<file path="src/design/srim_pkg.sv">
// Shared types and constants for the ring index manager.
`default_nettype none

package srim_pkg;

  // Default ring capacity in slots.
  localparam int MAX_SLOTS_DEF = 4096;

  // Widths of the external fields.
  localparam int ACTION_W   = 4;
  localparam int AMOUNT_W   = 16;
  localparam int CFG_W      = 13;
  localparam int POSITION_W = 12;
  localparam int COUNT_W    = 13;

  // Action codes: producer actions start at zero, consumer actions repeat them.
  localparam logic [ACTION_W-1:0] ACT_CONS_BASE = 4'd5;
  localparam logic [ACTION_W-1:0] ACT_LAST      = 4'd9;

  typedef enum logic [2:0] {
    OP_ALLOC        = 3'd0,
    OP_ALLOC_NOWRAP = 3'd1,
    OP_COMMIT       = 3'd2,
    OP_WAIT         = 3'd3,
    OP_ABORT        = 3'd4
  } op_t;

  // One result beat, last field in the lowest bits.
  typedef struct packed {
    logic                  consumer_notify;
    logic                  producer_notify;
    logic                  status;
    logic [COUNT_W-1:0]    count;
    logic [POSITION_W-1:0] position;
  } srim_res_t;

endpackage

`default_nettype wire

</file>
<file path="src/design/srim_cfg.sv">
// Ring size register with range clamping and a clear pulse on each write.
`default_nettype none

module srim_cfg #(
  parameter int MAX_SLOTS = srim_pkg::MAX_SLOTS_DEF,
  parameter int LVL_W     = $clog2(MAX_SLOTS + 1)
) (
  input  wire logic                       clk,
  input  wire logic                       rst,
  input  wire logic                       wr_en,
  input  wire logic [srim_pkg::CFG_W-1:0] wr_data,
  output logic      [LVL_W-1:0]           ring_size,
  output logic                            clear
);

  localparam int CW = (LVL_W > srim_pkg::CFG_W) ? LVL_W : srim_pkg::CFG_W;

  logic [CW-1:0]    wr_wide;
  logic [LVL_W-1:0] ring_size_next;

  // Zero is taken as one slot and anything above capacity as full capacity.
  always_comb begin
    wr_wide = CW'(wr_data);
    if (wr_wide == '0) begin
      ring_size_next = LVL_W'(1);
    end else if (wr_wide > CW'(MAX_SLOTS)) begin
      ring_size_next = LVL_W'(MAX_SLOTS);
    end else begin
      ring_size_next = wr_wide[LVL_W-1:0];
    end
  end

  // The ring state is cleared at the same edge that loads the new size.
  assign clear = wr_en;

  always_ff @(posedge clk) begin
    if (rst) begin
      ring_size <= LVL_W'(MAX_SLOTS);
    end else if (wr_en) begin
      ring_size <= ring_size_next;
    end
  end

endmodule

`default_nettype wire

</file>
<file path="src/design/srim_core.sv">
// Index, fill level and wait state of the ring, with the per-action update logic.
`default_nettype none

module srim_core #(
  parameter int MAX_SLOTS = srim_pkg::MAX_SLOTS_DEF,
  parameter int LVL_W     = $clog2(MAX_SLOTS + 1),
  parameter int IDX_W     = $clog2(MAX_SLOTS)
) (
  input  wire logic                          clk,
  input  wire logic                          rst,
  input  wire logic                          clear,
  input  wire logic                          fire,
  input  wire logic [LVL_W-1:0]              ring_size,
  input  wire logic [srim_pkg::ACTION_W-1:0] action,
  input  wire logic [srim_pkg::AMOUNT_W-1:0] amount,
  input  wire logic                          callback_present,
  output srim_pkg::srim_res_t                res
);

  localparam int CW = (LVL_W > srim_pkg::AMOUNT_W) ? LVL_W : srim_pkg::AMOUNT_W;

  logic [IDX_W-1:0] producer_index, producer_index_next;
  logic [IDX_W-1:0] consumer_index, consumer_index_next;
  logic [LVL_W-1:0] fill_level, fill_level_next;
  logic [LVL_W-1:0] producer_wait, producer_wait_next;
  logic [LVL_W-1:0] consumer_wait, consumer_wait_next;
  logic             producer_has_callback, producer_has_callback_next;
  logic             consumer_has_callback, consumer_has_callback_next;

  logic                          cons;
  logic                          known;
  logic [srim_pkg::ACTION_W-1:0] op_full;
  srim_pkg::op_t                 op;
  logic [IDX_W-1:0]              idx_cur;
  logic [IDX_W-1:0]              idx_commit;
  logic [IDX_W-1:0]              idx_pos;
  logic [LVL_W-1:0]              idx_lvl;
  logic [LVL_W-1:0]              space;
  logic [LVL_W-1:0]              grant;
  logic [LVL_W-1:0]              room;
  logic [LVL_W-1:0]              grant_nowrap;
  logic [LVL_W:0]                sum;
  logic [LVL_W:0]                wrapped;
  logic [LVL_W-1:0]              fill_dec;
  logic [LVL_W-1:0]              fill_inc;
  logic [LVL_W-1:0]              threshold;
  logic [LVL_W-1:0]              side_wait;
  logic [CW-1:0]                 amount_w;
  logic [LVL_W-1:0]              cnt;
  logic                          status;
  logic                          pnote;
  logic                          cnote;
  logic [31:0]                   pos_ext;
  logic [31:0]                   cnt_ext;

  // Shared datapath: the acting side is selected first, then one grant,
  // one wrap add and one threshold compare serve the alloc, commit and wait actions of both sides.
  always_comb begin
    cons      = (action >= srim_pkg::ACT_CONS_BASE);
    known     = (action <= srim_pkg::ACT_LAST);
    op_full   = cons ? (action - srim_pkg::ACT_CONS_BASE) : action;
    op        = srim_pkg::op_t'(op_full[2:0]);
    idx_cur   = cons ? consumer_index : producer_index;
    idx_lvl   = LVL_W'(idx_cur);
    space     = cons ? fill_level : (ring_size - fill_level);
    amount_w  = CW'(amount);
    grant     = (amount_w < CW'(space)) ? LVL_W'(amount) : space;
    room      = ring_size - idx_lvl;
    grant_nowrap = (grant < room) ? grant : room;
    sum       = {1'b0, idx_lvl} + {1'b0, grant};
    wrapped   = (sum >= {1'b0, ring_size}) ? (sum - {1'b0, ring_size}) : sum;
    idx_commit = IDX_W'(wrapped);
    fill_dec  = fill_level - grant;
    fill_inc  = fill_level + grant;
    threshold = (amount_w < CW'(ring_size)) ? LVL_W'(amount) : ring_size;
    side_wait = cons ? consumer_wait : producer_wait;
  end

  always_comb begin
    producer_index_next        = producer_index;
    consumer_index_next        = consumer_index;
    fill_level_next            = fill_level;
    producer_wait_next         = producer_wait;
    consumer_wait_next         = consumer_wait;
    producer_has_callback_next = producer_has_callback;
    consumer_has_callback_next = consumer_has_callback;
    idx_pos = idx_cur;
    cnt     = '0;
    status  = 1'b0;
    pnote   = 1'b0;
    cnote   = 1'b0;
    if (known) begin
      unique case (op)
        srim_pkg::OP_ALLOC: begin
          cnt = grant;
        end
        srim_pkg::OP_ALLOC_NOWRAP: begin
          cnt = grant_nowrap;
        end
        srim_pkg::OP_COMMIT: begin
          cnt     = grant;
          idx_pos = idx_commit;
          if (cons) begin
            consumer_index_next = idx_commit;
            fill_level_next     = fill_dec;
            if (producer_wait != '0 && producer_wait <= (ring_size - fill_dec)) begin
              producer_wait_next = '0;
              pnote              = producer_has_callback;
            end
          end else begin
            producer_index_next = idx_commit;
            fill_level_next     = fill_inc;
            if (consumer_wait != '0 && consumer_wait <= fill_inc) begin
              consumer_wait_next = '0;
              cnote              = consumer_has_callback;
            end
          end
        end
        srim_pkg::OP_WAIT: begin
          // A new wait replaces the old one; a met threshold is not stored.
          status = (threshold > space);
          if (cons) begin
            consumer_has_callback_next = callback_present;
            consumer_wait_next         = status ? threshold : '0;
          end else begin
            producer_has_callback_next = callback_present;
            producer_wait_next         = status ? threshold : '0;
          end
        end
        srim_pkg::OP_ABORT: begin
          status = (side_wait != '0);
          if (cons) begin
            consumer_wait_next = '0;
          end else begin
            producer_wait_next = '0;
          end
        end
        default: begin
          cnt = '0;
        end
      endcase
    end
    pos_ext = 32'(idx_pos);
    cnt_ext = 32'(cnt);
    res.position        = known ? pos_ext[srim_pkg::POSITION_W-1:0] : '0;
    res.count           = cnt_ext[srim_pkg::COUNT_W-1:0];
    res.status          = status;
    res.producer_notify = pnote;
    res.consumer_notify = cnote;
  end

  always_ff @(posedge clk) begin
    if (rst || clear) begin
      producer_index        <= '0;
      consumer_index        <= '0;
      fill_level            <= '0;
      producer_wait         <= '0;
      consumer_wait         <= '0;
      producer_has_callback <= 1'b0;
      consumer_has_callback <= 1'b0;
    end else if (fire) begin
      producer_index        <= producer_index_next;
      consumer_index        <= consumer_index_next;
      fill_level            <= fill_level_next;
      producer_wait         <= producer_wait_next;
      consumer_wait         <= consumer_wait_next;
      producer_has_callback <= producer_has_callback_next;
      consumer_has_callback <= consumer_has_callback_next;
    end
  end

endmodule

`default_nettype wire

</file>
<file path="src/design/spsc_ring_index_manager_top.sv">
// Top level of the ring index manager: stream ports, input and result registers.
//
// The block tracks the producer index, the consumer index and the fill level
// of a ring buffer whose size is set through the configuration channel.
// Each beat on the s_ channel carries one action (alloc, no-wrap alloc,
// commit, wait or abort, for either side) and produces exactly one result
// beat on the m_ channel: the acting side's index, the granted or committed
// slot count, a status bit and the two notify flags.
// An accepted beat is held in an input register, goes through one level of
// update logic and is registered in the result register, which drives
// m_tvalid. The state update happens in the same cycle the beat moves into
// the result register, so back-to-back beats see each other's effect and one
// beat is accepted every cycle while the receiver does not stall.
// When the receiver stalls, the result register holds its beat and the input
// register can still take one more beat; after that s_tready drops until the
// result is taken.
// Reset clears all indexes, the fill level and both waits, and sets the ring
// size to MAX_SLOTS. A configuration write also clears all ring state; the user
// must only issue it while no beat is in flight; the block does not enforce this.
`default_nettype none

module spsc_ring_index_manager_top #(
  parameter int MAX_SLOTS = srim_pkg::MAX_SLOTS_DEF
) (
  input  wire logic        clk,
  input  wire logic        rst,
  // Ring size write: cfg_data holds ring_size.
  input  wire logic        cfg_valid,
  output logic             cfg_ready,
  input  wire logic [12:0] cfg_data,
  // Action beats.
  input  wire logic        s_tvalid,
  output logic             s_tready,
  input  wire logic [23:0] s_tdata,   // amount [15:0], callback_present [16], zero fill
  input  wire logic [3:0]  s_tuser,   // action [3:0]
  // Result beats.
  output logic             m_tvalid,
  input  wire logic        m_tready,
  output logic [31:0]      m_tdata    // position [11:0], count [24:12], status [25],
                                      // producer_notify [26], consumer_notify [27], zero fill
);

  localparam int LVL_W = $clog2(MAX_SLOTS + 1);
  localparam int IDX_W = $clog2(MAX_SLOTS);

  logic                          in_valid;
  logic [srim_pkg::ACTION_W-1:0] in_action;
  logic [srim_pkg::AMOUNT_W-1:0] in_amount;
  logic                          in_callback;
  logic                          res_valid;
  srim_pkg::srim_res_t           res;
  srim_pkg::srim_res_t           res_next;
  logic                          advance;
  logic                          s_accept;
  logic                          cfg_we;
  logic [LVL_W-1:0]              ring_size;
  logic                          ring_clear;

  // The configuration register is always ready for a write.
  assign cfg_ready = 1'b1;
  assign cfg_we    = cfg_valid && cfg_ready;

  // A beat moves from the input register into the result register whenever
  // the result register is empty or being drained this cycle.
  assign advance  = in_valid && (!res_valid || m_tready);
  assign s_tready = !in_valid || advance;
  assign s_accept = s_tvalid && s_tready;

  always_ff @(posedge clk) begin
    if (rst) begin
      in_valid <= 1'b0;
    end else if (s_accept) begin
      in_valid <= 1'b1;
    end else if (advance) begin
      in_valid <= 1'b0;
    end
  end

  always_ff @(posedge clk) begin
    if (s_accept) begin
      in_action   <= s_tuser;
      in_amount   <= s_tdata[15:0];
      in_callback <= s_tdata[16];
    end
  end

  srim_cfg #(
    .MAX_SLOTS (MAX_SLOTS),
    .LVL_W     (LVL_W)
  ) u_cfg (
    .clk       (clk),
    .rst       (rst),
    .wr_en     (cfg_we),
    .wr_data   (cfg_data),
    .ring_size (ring_size),
    .clear     (ring_clear)
  );

  srim_core #(
    .MAX_SLOTS (MAX_SLOTS),
    .LVL_W     (LVL_W),
    .IDX_W     (IDX_W)
  ) u_core (
    .clk              (clk),
    .rst              (rst),
    .clear            (ring_clear),
    .fire             (advance),
    .ring_size        (ring_size),
    .action           (in_action),
    .amount           (in_amount),
    .callback_present (in_callback),
    .res              (res_next)
  );

  // Result register: holds its beat while the receiver stalls.
  always_ff @(posedge clk) begin
    if (rst) begin
      res_valid <= 1'b0;
    end else if (advance) begin
      res_valid <= 1'b1;
    end else if (m_tready) begin
      res_valid <= 1'b0;
    end
  end

  always_ff @(posedge clk) begin
    if (advance) begin
      res <= res_next;
    end
  end

  assign m_tvalid = res_valid;
  assign m_tdata  = {4'b0000, res};

`ifndef SYNTHESIS
  // A beat that leaves the input register always shows up as a result.
  a_advance_fills_result: assert property (@(posedge clk) disable iff (rst)
    advance |=> res_valid)
    else $error("result register not loaded after advance");

  // A held input beat is never dropped while the result side is stalled.
  a_input_held: assert property (@(posedge clk) disable iff (rst)
    (in_valid && !advance) |=> in_valid)
    else $error("input beat lost while stalled");

  // Only one side can be notified, by a commit of the other side.
  a_one_notify: assert property (@(posedge clk) disable iff (rst)
    res_valid |-> !(res.producer_notify && res.consumer_notify))
    else $error("both notify flags set");

  // A notify is only possible when slots actually moved.
  a_notify_moves: assert property (@(posedge clk) disable iff (rst)
    (res_valid && (res.producer_notify || res.consumer_notify)) |-> (res.count != '0))
    else $error("notify without committed slots");
`endif

endmodule

`default_nettype wire
</file>
<file path="config.mk">
export PLATFORM = sky130hd
export DESIGN_NAME = spsc_ring_index_manager_top
export DESIGN_NICKNAME = d
export VERILOG_FILES = /design/src/design/srim_pkg.sv /design/src/design/srim_cfg.sv /design/src/design/srim_core.sv /design/src/design/spsc_ring_index_manager_top.sv
export SDC_FILE = /design/constraint.sdc
export NUM_CORES = 1
export LEC_CHECK = 0
export BUFFER_PORTS_ARGS = -buffer_cell sky130_fd_sc_hd__clkbuf_2
export CORE_UTILIZATION = 40
export CTS_CLUSTER_DIAMETER = 50
export DETAILED_ROUTE_END_ITERATION = 7
export PLACE_DENSITY = 0.67
export RECOVER_POWER = 25
export SLEW_MARGIN = 10
export SYNTH_ARGS = -nofsm -noshare
export SYNTH_HDL_FRONTEND = slang
export SYNTH_HIERARCHICAL = 1
export SYNTH_SLANG_ARGS = --single-unit
export TNS_END_PERCENT = 30
</file>
<file path="constraint.sdc">
create_clock -name clk -period 11.22 [get_ports clk]
set_input_delay 1.122 -clock clk [delete_from_list [all_inputs] [get_ports clk]]
set_output_delay 1.122 -clock clk [all_outputs]
set_load 0.005 [all_outputs]
</file>
==> results.py <==
metrics = {
    "setup_path": {
        "crit_fanout": 13,
        "cp-startpoint": "u_cfg/ring_size[0]$_SDFFE_PP0P_",
        "max_stage_delay_ns": 0.51,
        "cp_common_cell": "ha_1",
        "cp_top_family": "compound AO/OA/AOI/OAI gates",
        "cp.required_ns": 11.56,
        "path_buf_inv": 5,
        "path_class": "reg2reg",
        "crit_path_end_kind": "flip-flop",
        "r2r_start": "u_cfg/ring_size[0]$_SDFFE_PP0P_",
        "worstSetupStartpointType": "flip-flop",
        "slowest_stage": "nand4_1",
        "cp_data_arrival_time_ns": 10.85,
    },
    "final_layout": {
        "final_nets": 1583,
        "instances_no_fill": 1761,
        "drive_gt1_frac": 0.104,
        "area_delta_synth_final_pct": 11.3,
        "n_antenna_cell": 0,
    },
    "logic_synthesis": {
        "synth_edf_count": 49,
        "synth_top_area_cell": "ha_1",
        "ys_seq_area_frac": 0.273,
        "synthCells": 1319,
        "yosysWarnings": 6,
        "yosys_register_bits": 129,
        "yosysMostFrequentCell": "ha_1",
        "synthDistinctLibCells": 81,
        "synth_top_cell_area_share": 0.178,
        "ys_async_sr_fraction": 0,
        "yosys-top-cells-count": "160 x ha_1, 120 x a21oi_1, 116 x inv_1",
        "synthFlopType": "dfxtp_1",
        "synthesis.area_sq_um": 11200,
        "synth_area_leaders": "ha_1 18%, dfxtp_1 14%, edfxtp_1 13%",
        "avgSynthCellArea_sq_um": 8.53,
    },
    "floorplanning": {
        "core_area_sq_um": 27700,
        "die_y_um": 170,
        "die_x_um": 170,
        "rows": 61,
        "start_util": 0.406,
        "io_pins": 81,
        "dieArea_sq_um": 28800,
    },
    "hold_path": {
        "hp-start": "u_core/consumer_index[1]$_SDFFE_PP0P_",
        "min_path_type": "reg2reg",
    },
    "sta": {
        "fin_skew_ns": 0.0108,
        "hold_slack_ns": 0.460,
        "min_period_ns": 10.51,
        "max_freq_mhz": 95.2,
        "finalCritPeriodShare": 0.936,
        "report.final.slew_viol_count": 54,
        "worst_slew_pin_slew_ns": 1.95,
        "setup_violations": 0,
        "slew-limit-headroom": -0.302,
        "tns_ns": 0,
        "hold_viol": 0,
        "rsz0062_at_grt": "no",
    },
    "detailed_routing": {
        "postRouteWirelength_mm": 32.1,
        "drcViolationCount": 0,
        "avgViaCountPerCell": 5.61,
        "ant_nets": 0,
        "drtIter0Drc": 814,
        "wl_per_cell_um": 18.2,
        "drt_first_pass_iters": 6,
        "vias": 9887,
    },
    "cts": {
        "ctsHoldBuffers": 0,
        "path_clk_slew_ns": 0.06,
        "clock_latency_ns": 0.43,
        "cts.sinks": 129,
        "clk_path_buf_depth": 2,
        "postCtsSetupBuffers": 0,
        "cts.htree.levels": 4,
        "ctsResizeCount": 0,
        "cts_made_buffers": 17,
        "cts_root_buf": "clkbuf_16",
        "cts_tree": "built",
    },
    "place": {
        "post-place-cells": 1729,
        "io_buffers": 68,
        "dpl.hpwl_mm": 24.9,
        "finalWeightedCongestion": 0.920,
    },
    "status": {
        "violations": "max-capacitance violations, max-slew violations",
        "run_status": "finished, violations left",
    },
    "grt": {
        "grt_pass1_wl_mm": 51.1,
        "antenna_found_initial": 0,
        "grt_max_degree": 32,
        "grt_usage": 0.228,
        "grt_pass1_vias": 9515,
        "overflow": 0,
    },
    "power_and_ir_drop": {
        "p_leak_uw": 0.00538,
        "p_per_area_nw_per_um2": 137,
        "peakVddDrop_v": 0.000109,
    },
    "flow_run": {
        "cap_viol_max_count": 2,
    },
}
-- power by group --
part | internal (uW) | switching [uW] | leakage, uW | total (uW)
registers | 503 | 13.3 | 0.00111 | 516
clock network | 350 | 228 | 0.000309 | 578
logic | 250 | 372 | 0.00396 | 622
-- tightest hold or removal path, stage by stage, from the launching register on --
cell	delay (ns)
dfxtp_1	0.31
nand2_1	0.05
o21ai_0	0.06
-- cell families (layout without fill, tap and decap cells) --
family | count (synthesis) | after routing | share of synthesized area
AOI/OAI and AO/OA | 396 | 396 | 0.228
and+or+nand+nor | 339 | 339 | 0.149
buffers and inverters | 173 | 234 | 0.0644
adders and majority gates | 169 | 169 | 0.192
DFF | 129 | 129 | 0.273
xor gates and xnor gates | 73 | 73 | 0.0568
muxes | 38 | 38 | 0.0350
other | 2 | 5 | 0.000668
-- metrics by stage --
stage | power (uW) | setup WS [ns] | cell area (sq um) | utilization
4_1_cts | 1720 | 0.833 | 12500 | 0.453
6_report | 1720 | 0.714 | 12500 | 0.452
3_3_place_gp | 1120 | 1.12 | 11900 | 0.431
2_1_floorplan | 977 | 2.24 | 11300 | -
3_5_place_dp | 1130 | 0.940 | 11900 | 0.431
5_1_grt | 1810 | 0.0612 | 12500 | 0.452
-- per-layer routing --
metal / up-vias / global-route usage / wire, um
met5: - / 0 / 0
met4: 0 / 0.0924 / 1040
met3: 59 / 0.0466 / 2140
met2: 349 / 0.368 / 14400
met1: 4625 / 0.297 / 14500
li1: 4854 / - / -
-- placed cells by master, fill, tap and decap left out, types with 18 or more instances in the layout --
master / count
xnor2_1: 55
nor3_1: 18
dfxtp_1: 80
edfxtp_1: 49
o2bb2ai_1: 26
clkbuf_16: 20
nor2b_1: 22
a21oi_1: 119
o21ai_0: 91
inv_1: 116
nand2_1: 94
a21o_1: 30
nor2_1: 87
o21a_1: 21
nand3_1: 24
ha_1: 160
clkbuf_2: 67
mux2i_1: 33
xor2_1: 18
-- worst paths after layout --
check,depth (start not counted),slack (ns),to
worst min-delay path,2,0.46,u_core/consumer_index[1]$_SDFFE_PP0P_
worst max register to register,41,0.71,u_core/producer_wait[9]$_SDFFE_PP0P_
worst min register to register,2,0.46,u_core/consumer_index[1]$_SDFFE_PP0P_
worst max-delay path,41,0.71,u_core/producer_wait[9]$_SDFFE_PP0P_
-- area by class of cell --
cell class / count / area (sq um)
tap: 378 / 473
multi-input combinational: 1020 / 7460
fill: 2682 / 15200
sequential: 129 / 3070
timing repair buffer: 86 / 470
inverter: 116 / 435
clock buffer: 21 / 514
clock inverter: 11 / 95.1
-- flip-flops by register name, indices dropped and copies added (netlist names), 4 cells and up --
name and flops:
u_cfg/ring_size 13, u_core/fill_level 13, u_core/producer_index 12, u_core/producer_wait 13, u_core/consumer_index 12, m_tdata 28, in_action 4, in_amount 16
u_core/consumer_wait 13
Power figures use the tool's default switching activity.
